## config.mk

```make
export PLATFORM = sky130hd
export DESIGN_NAME = lifo_stack_with_peek_core
export DESIGN_NICKNAME = d
export VERILOG_FILES = /design/src/design/lsp_pkg.sv /design/src/design/lsp_ctrl.sv /design/src/design/lsp_dp.sv /design/src/design/lifo_stack_with_peek_core.sv
export SDC_FILE = /design/constraint.sdc
export NUM_CORES = 2
export LEC_CHECK = 0
export BUFFER_PORTS_ARGS = -buffer_cell sky130_fd_sc_hd__buf_2
export CORE_UTILIZATION = 30
export CTS_BUF_LIST = sky130_fd_sc_hd__clkbuf_16
export CTS_CLUSTER_DIAMETER = 120
export DETAILED_ROUTE_END_ITERATION = 10
export PLACE_DENSITY = 0.47
export REMOVE_ABC_BUFFERS = 1
export SYNTH_ARGS = -nofsm -noshare
export SYNTH_HDL_FRONTEND = slang
export SYNTH_HIERARCHICAL = 1
export SYNTH_SLANG_ARGS = --single-unit
```

## constraint.sdc

```tcl
create_clock -name i_clk -period 9.85 [get_ports i_clk]
set_input_delay 0.985 -clock i_clk [delete_from_list [all_inputs] [get_ports i_clk]]
set_output_delay 0.985 -clock i_clk [all_outputs]
set_load 0.005 [all_outputs]
```

## src/design/lsp_pkg.sv

```systemverilog
// shared types and codes for the lifo stack with peek
`timescale 1ns / 1ps

package lsp_pkg;

    // operation codes carried in the input item's tuser
    localparam logic [1:0] MODE_PUSH = 2'd0;
    localparam logic [1:0] MODE_POP  = 2'd1;
    localparam logic [1:0] MODE_PEEK = 2'd2;

    // result status codes
    localparam logic [1:0] ST_OK        = 2'd0;
    localparam logic [1:0] ST_OVERFLOW  = 2'd1;
    localparam logic [1:0] ST_UNDERFLOW = 2'd2;
    localparam logic [1:0] ST_BADPOS    = 2'd3;

    localparam int MODE_W   = 2;
    localparam int STATUS_W = 2;

    // commands from controller to datapath
    typedef struct packed {
        logic exec;  // accept item: access memory, update count, stage result
        logic load;  // move staged result into output register
    } t_cmd;

endpackage

```

## src/design/lsp_ctrl.sv

```systemverilog
// controller state machine: input handshake, sequencing and output valid
`timescale 1ns / 1ps

module lsp_ctrl (
    input  logic          i_clk,
    input  logic          i_rst_n,
    input  logic          i_s_valid,
    output logic          o_s_ready,
    output logic          o_m_valid,
    input  logic          i_m_ready,
    output lsp_pkg::t_cmd o_cmd
);

    typedef enum logic [1:0] {
        S_IDLE = 2'b01,
        S_RESP = 2'b10
    } t_state;

    t_state r_state;
    t_state n_state;
    logic   r_out_valid;
    logic   n_out_valid;

    // command decode
    assign o_s_ready  = (r_state == S_IDLE);
    assign o_cmd.exec = i_s_valid && (r_state == S_IDLE);
    assign o_cmd.load = (r_state == S_RESP) && (!r_out_valid || i_m_ready);
    assign o_m_valid  = r_out_valid;

    // next state
    always_comb begin
        n_state = r_state;
        case (r_state)
            S_IDLE: begin
                if (o_cmd.exec) begin
                    n_state = S_RESP;
                end
            end
            S_RESP: begin
                if (o_cmd.load) begin
                    n_state = S_IDLE;
                end
            end
            default: begin
                n_state = S_IDLE;
            end
        endcase
    end

    // output valid tracking
    always_comb begin
        n_out_valid = r_out_valid;
        if (o_cmd.load) begin
            n_out_valid = 1'b1;
        end else if (i_m_ready) begin
            n_out_valid = 1'b0;
        end
    end

    // control registers
    always_ff @(posedge i_clk) begin
        if (!i_rst_n) begin
            r_state     <= S_IDLE;
            r_out_valid <= 1'b0;
        end else begin
            r_state     <= n_state;
            r_out_valid <= n_out_valid;
        end
    end

    // an accepted item always moves on to the response state
    a_exec_to_resp: assert property (@(posedge i_clk) disable iff (!i_rst_n)
        o_cmd.exec |=> (r_state == S_RESP))
        else $error("accepted item did not reach response state");

    // the output register is only reloaded once its item is gone
    a_load_free: assert property (@(posedge i_clk) disable iff (!i_rst_n)
        o_cmd.load |-> (!r_out_valid || i_m_ready))
        else $error("output register overwritten");

    // a held result keeps the next item waiting in the response state
    a_resp_hold: assert property (@(posedge i_clk) disable iff (!i_rst_n)
        ((r_state == S_RESP) && r_out_valid && !i_m_ready) |=> (r_state == S_RESP))
        else $error("response state left while output stalled");

    // a new result only appears out of the response state
    a_valid_src: assert property (@(posedge i_clk) disable iff (!i_rst_n)
        $rose(r_out_valid) |-> $past(r_state == S_RESP))
        else $error("output valid raised outside response state");

endmodule

```

## src/design/lsp_dp.sv

```systemverilog
// datapath: entry memory, depth count, capacity register and result registers
`timescale 1ns / 1ps

module lsp_dp #(
    parameter int DEPTH      = 64,
    parameter int DATA_WIDTH = 32,
    parameter int CW         = 7
) (
    input  logic                         i_clk,
    input  logic                         i_rst_n,
    input  lsp_pkg::t_cmd                i_cmd,
    input  logic                         i_cfg_we,
    input  logic [CW-1:0]                i_cfg_wdata,
    input  logic [lsp_pkg::MODE_W-1:0]   i_mode,
    input  logic [DATA_WIDTH-1:0]        i_push_value,
    input  logic [CW-1:0]                i_position,
    output logic [DATA_WIDTH-1:0]        o_data,
    output logic [lsp_pkg::STATUS_W-1:0] o_status,
    output logic [CW-1:0]                o_count,
    output logic                         o_empty_res,
    output logic                         o_full_res
);

    localparam int AW = (DEPTH > 1) ? $clog2(DEPTH) : 1;
    localparam logic [CW-1:0] DEPTH_C = CW'(DEPTH);

    logic [DATA_WIDTH-1:0] r_mem [DEPTH];
    logic [DATA_WIDTH-1:0] r_rd_data;
    logic [CW-1:0]         r_count;
    logic [CW-1:0]         n_count;
    logic [CW-1:0]         r_cap;
    logic [CW-1:0]         cap_use;
    logic [CW-1:0]         peek_idx;
    logic [AW-1:0]         addr;
    logic                  wr_en;
    logic                  rd_en;
    logic                  use_mem;
    logic [lsp_pkg::STATUS_W-1:0] status;

    // staged result between memory access and output register
    logic                         r_st_use_mem;
    logic [lsp_pkg::STATUS_W-1:0] r_st_status;
    logic [CW-1:0]                r_st_count;
    logic                         r_st_empty;
    logic                         r_st_full;

    // capacity saturated into 1..DEPTH
    always_comb begin
        cap_use = r_cap;
        if (r_cap == '0) begin
            cap_use = CW'(1);
        end else if (r_cap > DEPTH_C) begin
            cap_use = DEPTH_C;
        end
    end

    assign peek_idx = r_count - i_position;

    // operation decode against current count
    always_comb begin
        n_count = r_count;
        status  = lsp_pkg::ST_OK;
        wr_en   = 1'b0;
        rd_en   = 1'b0;
        use_mem = 1'b0;
        addr    = r_count[AW-1:0];
        case (i_mode)
            lsp_pkg::MODE_PUSH: begin
                if (r_count >= cap_use) begin
                    status = lsp_pkg::ST_OVERFLOW;
                end else begin
                    wr_en   = 1'b1;
                    n_count = r_count + CW'(1);
                end
            end
            lsp_pkg::MODE_POP: begin
                if (r_count == '0) begin
                    status = lsp_pkg::ST_UNDERFLOW;
                end else begin
                    n_count = r_count - CW'(1);
                    addr    = n_count[AW-1:0];
                    rd_en   = 1'b1;
                    use_mem = 1'b1;
                end
            end
            lsp_pkg::MODE_PEEK: begin
                if ((i_position == '0) || (i_position > r_count)) begin
                    status = lsp_pkg::ST_BADPOS;
                end else begin
                    addr    = peek_idx[AW-1:0];
                    rd_en   = 1'b1;
                    use_mem = 1'b1;
                end
            end
            default: begin
                status = lsp_pkg::ST_OK;
            end
        endcase
    end

    // entry memory, one write or one registered read per item
    always_ff @(posedge i_clk) begin
        if (i_cmd.exec && wr_en) begin
            r_mem[addr] <= i_push_value;
        end
        if (i_cmd.exec && rd_en) begin
            r_rd_data <= r_mem[addr];
        end
    end

    // depth count and capacity register
    always_ff @(posedge i_clk) begin
        if (!i_rst_n) begin
            r_count <= '0;
            r_cap   <= DEPTH_C;
        end else begin
            if (i_cmd.exec) begin
                r_count <= n_count;
            end
            if (i_cfg_we) begin
                r_cap <= i_cfg_wdata;
            end
        end
    end

    // stage result fields alongside the memory read
    always_ff @(posedge i_clk) begin
        if (i_cmd.exec) begin
            r_st_use_mem <= use_mem;
            r_st_status  <= status;
            r_st_count   <= n_count;
            r_st_empty   <= (n_count == '0);
            r_st_full    <= (n_count >= cap_use);
        end
    end

    // output register
    always_ff @(posedge i_clk) begin
        if (i_cmd.load) begin
            o_data      <= r_st_use_mem ? r_rd_data : '1;
            o_status    <= r_st_status;
            o_count     <= r_st_count;
            o_empty_res <= r_st_empty;
            o_full_res  <= r_st_full;
        end
    end

endmodule

```

## src/design/lifo_stack_with_peek_core.sv

```systemverilog
// top level of the lifo stack with peek: stream ports, controller and datapath
// the registered read of the entry memory is followed by the load of the output register
// in the response state; a new item is taken only in the idle state, after that load; a
// result waiting at the output does not block acceptance of the next item, which then
// holds until the output register frees
// reset: count clears to zero, capacity returns to DEPTH; entry memory is not cleared
`timescale 1ns / 1ps

module lifo_stack_with_peek_core #(
    parameter int DEPTH      = 64,
    parameter int DATA_WIDTH = 32,
    localparam int CW        = $clog2(DEPTH + 1),
    localparam int S_TDATA_W = ((DATA_WIDTH + CW + 7) / 8) * 8,
    localparam int M_RAW_W   = DATA_WIDTH + lsp_pkg::STATUS_W + CW + 2,
    localparam int M_TDATA_W = ((M_RAW_W + 7) / 8) * 8
) (
    input  logic                       i_clk,
    input  logic                       i_rst_n,
    input  logic                       i_cfg_we,
    input  logic [CW-1:0]              i_cfg_wdata,     // capacity
    input  logic                       s_axis_tvalid,
    output logic                       s_axis_tready,
    input  logic [S_TDATA_W-1:0]       s_axis_tdata,    // push_value, position, zero fill
    input  logic [lsp_pkg::MODE_W-1:0] s_axis_tuser,    // mode
    output logic                       m_axis_tvalid,
    input  logic                       m_axis_tready,
    output logic [M_TDATA_W-1:0]       m_axis_tdata     // data, status, count, empty_res,
                                                        // full_res, zero fill
);

    lsp_pkg::t_cmd cmd;

    logic [DATA_WIDTH-1:0]        data;
    logic [lsp_pkg::STATUS_W-1:0] status;
    logic [CW-1:0]                count;
    logic                         empty_res;
    logic                         full_res;

    // controller
    lsp_ctrl u_ctrl (
        .i_clk     (i_clk),
        .i_rst_n   (i_rst_n),
        .i_s_valid (s_axis_tvalid),
        .o_s_ready (s_axis_tready),
        .o_m_valid (m_axis_tvalid),
        .i_m_ready (m_axis_tready),
        .o_cmd     (cmd)
    );

    // datapath
    lsp_dp #(
        .DEPTH      (DEPTH),
        .DATA_WIDTH (DATA_WIDTH),
        .CW         (CW)
    ) u_dp (
        .i_clk        (i_clk),
        .i_rst_n      (i_rst_n),
        .i_cmd        (cmd),
        .i_cfg_we     (i_cfg_we),
        .i_cfg_wdata  (i_cfg_wdata),
        .i_mode       (s_axis_tuser),
        .i_push_value (s_axis_tdata[DATA_WIDTH-1:0]),
        .i_position   (s_axis_tdata[DATA_WIDTH +: CW]),
        .o_data       (data),
        .o_status     (status),
        .o_count      (count),
        .o_empty_res  (empty_res),
        .o_full_res   (full_res)
    );

    // result packing, lowest field first
    assign m_axis_tdata = M_TDATA_W'({full_res, empty_res, count, status, data});

endmodule

```

Yosys cells after proc, flatten, opt, wreduce, memory -nomap -nowiden:

Memories as Yosys holds them, arrays and structs flattened. A register that Yosys moved wholly into a read port is not among the register bits.
Index checks and enable logic that the tools add are counted.

* bits of input ports: 54
* output and inout bits: 50
* bits in writable memories: 2048
* bits in registers: 72
* word-level logic and storage cells: 66
* memories kept: 1

Memories
* u_dp.r_mem: words 64, width 32, rd ports 1, clocked after memory_dff 1, wr ports 1, line lsp_dp.sv:27 `logic [DATA_WIDTH-1:0] r_mem [DEPTH];`

* reduce and logical (&&, ||, !) cells: 14
* multiplexer cells: 24
* equality and inequality tests: 6
* add/subtract/negate cells: 3
* $lt $le $gt $ge: 4

Operators with widths (number)
* logical NOT 7 bit: 4
* 2-to-1 mux 7 bit: 4
* >= comparator 7 bit: 2
* case mux 7 bit (2 select lines): 1
* 2-to-1 mux 6 bit: 2
* case mux 6 bit (2 select lines): 1
* 2-to-1 mux 1 bit: 9
* 2-to-1 mux 2 bit: 4
* adder 7 x 1 -> 7 bit (second input constant): 1
* greater-than comparator 7 bit: 1
* greater-than comparator 7 bit (second input constant): 1
* subtractor 7 x 1 -> 7 bit (second input constant): 1
* case mux 2 bit (3 select lines): 1
* subtractor 6 bit: 1
* == test 2 x 1 -> 1 bit (second input constant): 2
* == test 2 bit (second input constant): 2
* logical AND 1 bit: 4
* case mux 2 bit (2 select lines): 1
* logical NOT 2 bit: 1
* logical OR 1 bit: 2
* inequality test 2 x 1 -> 1 bit (second input constant): 1
* inequality test 2 bit (second input constant): 1
* case mux 1 bit (2 select lines): 1
* AND reduction 2 bit: 1
* other kinds (2): 2

Longest topological paths before layout:

* depth in word-level cells: 9
* mapped depth: 21
* gate-level depth less buffers: 20

Cells and area by module:

Netlist, hierarchy kept.

By module, submodules not included
* lsp_dp: times used 1, area each 81788.4 µm², cells each 3587, seq. area each 64391.8 µm²
* lsp_ctrl: times used 1, area each 133.9 µm², cells each 13, seq. area each 60.1 µm²
* lifo_stack_with_peek_core: times used 1, area each 56.3 µm², cells each 8, seq. area each 0.0 µm²

Worst setup path after synthesis:

No wires, ideal clock.

* kind: input -> register
* start: input s_axis_tdata[34]
* end: memory u_dp.r_mem[22][0] (enable)
* path buffers: 4
* data required time: 9.429 ns
* stages on the path: 14
* slack: 4.561 ns
* arrival: 4.867 ns
* cells stage by stage: inv_1 -> ha_1 -> buf_2 -> a21oi_1 -> a21oi_1 -> o21ai_1 -> nor3_1 -> a2111oi_2 -> buf_6 -> buf_4 -> buf_4 -> and3_1 -> nand3_1 -> nor2_1

* longest elaborated chain between the ends: 4
* elaborated cells on any way between the ends: 6
* classes of those cells: add/sub: 1; order compare: 1; mux: 2; reduce/logical: 2

Ends and longest elaborated chain
* from (decl): line lifo_stack_with_peek_core.sv:23 `input logic [S_TDATA_W-1:0] s_axis_tdata,`
* greater-than comparator 7 bit or logical NOT 7 bit (tied branches): line lsp_dp.sv:87 `if ((i_position == '0) || (i_position > r_count)) begin`
* logical OR 1 bit: line lsp_dp.sv:87
* 2-to-1 mux 6 bit (*): line lsp_dp.sv:87
* case mux 6 bit (2 select lines) (*): line lsp_dp.sv:67 `case (i_mode)`
* to (decl): line lsp_dp.sv:27

Mark *: on every way between the ends. The rest lies on a longest branch, timed or not.

Worst setup path after layout:

* start: register u_dp.r_count[5]
* end: memory u_dp.r_mem[7][23] (enable)

* longest elaborated chain between the ends: 6
* elaborated cells on any way between the ends: 14
* classes of those cells: add/sub: 2; order compare: 2; mux: 7; reduce/logical: 3

Ends and longest elaborated chain
* from (decl): line lsp_dp.sv:29 `logic [CW-1:0] r_count;`
* from (signal assigned): line lsp_dp.sv:118 `r_count <= n_count;`
* >= comparator 7 bit: line lsp_dp.sv:69 `if (r_count >= cap_use) begin`
* 2-to-1 mux 1 bit: line lsp_dp.sv:69
* 2-to-1 mux 1 bit: line lsp_dp.sv:67
* logical AND 1 bit: line lsp_dp.sv:103 `if (i_cmd.exec && wr_en) begin`
* 2-to-1 mux 1 bit: line lsp_dp.sv:103
* 2-to-1 mux 1 bit (implied by the code): line lsp_dp.sv:104 `r_mem[addr] <= i_push_value;`

Several ways; a longest one is shown, not always the timed one.

==> out/results.ini <==
[clock_network]
ctsHoldBuffers = 0
cts_max_path_buffers = 3
root_buffer = clkbuf_16
cts.clk_slew.worst_paths_ps = 60
h-tree-depth = 4
cts-buffers-inserted = 219
cts_tree = done
cts_resized = 0
clkSinkCount = 2152
clk-insertion-delay-late_ps = 890
post_cts.repair.setup_buffers = 0

[logic_synthesis]
yosysWarnings = 6
synth_seq_cells = 2152
synthCells = 3608
synth_edf_count = 2135
ys.flop_type = edfxtp_1
ys_async_sr_fraction_pct = 0
netlist_area_um2 = 82000
avgSynthCellArea_um2 = 22.7
ys_seq_area_share_pct = 78.6
synth.distinct_cells = 70

[timing]
maxSlewHeadroom_pct = 18.4
hold_slack_ps = 382
grt_setup_unrepaired = no
fin_setup_tns_ps = 0
fin_worst_skew_ps = 70.0
fmax_ghz = 0.162
finalCritPeriodShare_pct = 62.5
finalHoldViolCount = 0
setup_violations = 0
tightest_slew_ps = 1220
setup_ws_ps = 3690
maxSlewViolCount = 0
fin_crit_ps = 6160

[global_route]
grt-ovfl-total = 0
grt_max_degree = 119
antenna_found_initial = 18
grt_use_total_pct = 16.3
grt_pass1_vias = 39990
grt_pass1_wl_mm = 317

[setup_path]
rr_endpoint = u_dp/r_mem[7][23]$_DFFE_PP_
cp.arrival_ps = 6680
reg2reg_from = u_dp/r_count[5]$_SDFFE_PN0P_
startpoint_type = register
worst-path-max-fanout = 82
end_kind = register
cp.required_ps = 10370
rrSetupSlack_ps = 3690
r2r_cells = 12
crit_type = reg2reg

[worst_hold_path]
holdPathEnd = u_dp/r_cap[6]$_SDFFE_PN1P_
hp-start = i_cfg_wdata[6]
hp-class = in2reg
hold_path_depth = 3

[floorplan]
core-area_um2 = 271000
die_h_um = 525
start_util_pct = 30.2
fp-row-count = 191
io_pins = 104
die_area_um2 = 275000
dieWidth_um = 525

[pwr]
power_density_nw_per_um2 = 207
p_total_mw = 19.6
ir_drop_uv = 181
p_leak_nw = 28.9

[layout]
drive_gt1_share_pct = 27.3
final_net_count = 3936
n_fill_cell = 25058
final_util_pct = 34.8
area_delta_synth_final_pct = 15.1

[placed_design]
pre_cts_ws_ps = 3250
port_buffers = 97
gp_congestion = 0.771
hpwlAfterDp_mm = 118

[route]
routed_via_density = 5.15
dr.pass1.iters = 5
routedWlPerCell_um = 29.8
drtIter0Drc = 3879
dr_total_vias = 39170
drc = 0
routed_wl_mm = 227
ant_nets = 0

[run_status]
status = finished clean

[job]
drv_cap = 0

[how the worst max path moves through the flow]
| stage | start | to |
|---|---|---|
| 5_1_grt | u_dp/r_count[5]$_SDFFE_PN0P_ | u_dp/r_mem[3][28]$_DFFE_PP_ |
| 2_1_floorplan | s_axis_tdata[36] | u_dp/r_mem[38][0]$_DFFE_PP_ |
| 4_1_cts | u_dp/r_count[5]$_SDFFE_PN0P_ | u_dp/r_mem[3][28]$_DFFE_PP_ |
| 3_3_place_gp | s_axis_tuser[0] | u_dp/r_mem[7][30]$_DFFE_PP_ |
| 3_5_place_dp | s_axis_tuser[0] | u_dp/r_mem[7][30]$_DFFE_PP_ |
| 6_report | u_dp/r_count[5]$_SDFFE_PN0P_ | u_dp/r_mem[7][23]$_DFFE_PP_ |
[routing by layer]
metal	global-route usage [%]	routed length (um)	share of wire, %
met5	0	47	0.021
met4	3.68	3950	1.7
met3	3.20	13800	6.1
met2	26.0	109000	48
met1	22.9	101000	44
[synthesized netlist by cell type (11+ instances only)]
master | number | area (um^2)
a21oi_1 | 23 | 115
a22oi_1 | 225 | 1690
a32oi_1 | 35 | 307
buf_2 | 24 | 120
buf_4 | 42 | 315
clkbuf_1 | 120 | 450
dfxtp_1 | 17 | 340
edfxtp_1 | 2135 | 64100
ha_1 | 30 | 375
inv_1 | 22 | 82.6
mux2i_1 | 11 | 110
mux4_2 | 512 | 11500
nand2_1 | 32 | 120
nand2b_1 | 42 | 263
nand3_1 | 15 | 75.1
nand4_1 | 65 | 407
nor2_1 | 81 | 304
nor2b_1 | 16 | 100
nor3_1 | 17 | 85.1
or2_1 | 30 | 188
[layout by cell type (no fill, tap or decap), types with 6 or more instances in the layout]
cell type and instances:
edfxtp_1 2135, mux4_2 512, a22oi_1 225, clkbuf_16 221
buf_4 106, buf_2 97, inv_1 80, nor2_4 69
clkinv_1 67, nand4_1 65, nand2b_1 42, a32oi_1 35
clkinv_2 31, nand2_1 31, or2_1 30, ha_1 30
a21oi_1 23, dfxtp_1 17, nand3_1 15, nor2b_1 14
nor2_1 13, mux2i_1 11, o21ai_0 10, nor3_1 9
clkinv_16 8, a21o_1 8, nor3_2 8, bufinv_16 7
o211a_1 7, buf_12 7, or3_1 6
[logic make-up after synthesis]
group,after synthesis,share of synthesized area (%)
flops,2152,78.6
mux,523,14.2
compound gates,349,3.21
simple gates,331,2.19
buf+inv,216,1.25
fa+ha+maj,32,0.495
xor+xnor,4,0.0427
other cells,1,0.00457
[final cells by class]
| class | instances | area, um^2 | share of cell area [%] |
|---|---|---|---|
| Sequential cell | 2152 | 64500 | 68.3 |
| Multi-Input combinational cell | 1244 | 17100 | 18.2 |
| Clock buffer | 221 | 5530 | 5.86 |
| Tap cell | 3570 | 4470 | 4.73 |
| Timing Repair Buffer | 210 | 1420 | 1.51 |
| Clock inverter | 187 | 1240 | 1.32 |
| Inverter | 24 | 90.1 | 0.0955 |
| Antenna cell | 4 | 10.0 | 0.0106 |
[where the power goes]
part	switching [mW]	internal, mW	total [mW]
sequential	0.0157	10.1	10.1
combinational	0.924	0.678	1.60
clock	3.56	4.26	7.82
total	4.50	15.1	19.6
[critical path, stage by stage (launching register included)]
cell and delay, ps:
dfxtp_1 660, inv_1 200, ha_1 390, nand4_1 150
a21oi_1 340, o21ai_1 270, nor3_1 320, a2111oi_4 110
buf_12 280, nor3_1 670, nand3_1 840, nor2_4 1030
buf_4 540
[registers in the layout, summed over array words and instances (netlist names)]
name / count
u_dp/r_mem: 2048
u_dp/o_data: 32
u_dp/r_rd_data: 32
u_dp/o_count: 7
u_dp/r_cap: 7
u_dp/r_count: 7
u_dp/r_st_count: 7
u_ctrl/r_state: 2
u_dp/o_status: 2
u_dp/r_st_status: 2
u_ctrl/o_m_valid: 1
u_dp/o_empty_res: 1
u_dp/o_full_res: 1
u_dp/r_st_empty: 1
u_dp/r_st_full: 1
u_dp/r_st_use_mem: 1
[per-stage QoR]
step           instances  area (um^2)
2_1_floorplan       3420        81100
6_report            7612        94300
5_1_grt             7612        94300
3_5_place_dp        7200        87600
3_3_place_gp        7200        87600
4_1_cts             7608        94300
Note: power is estimated with default switching activity, not from simulation.
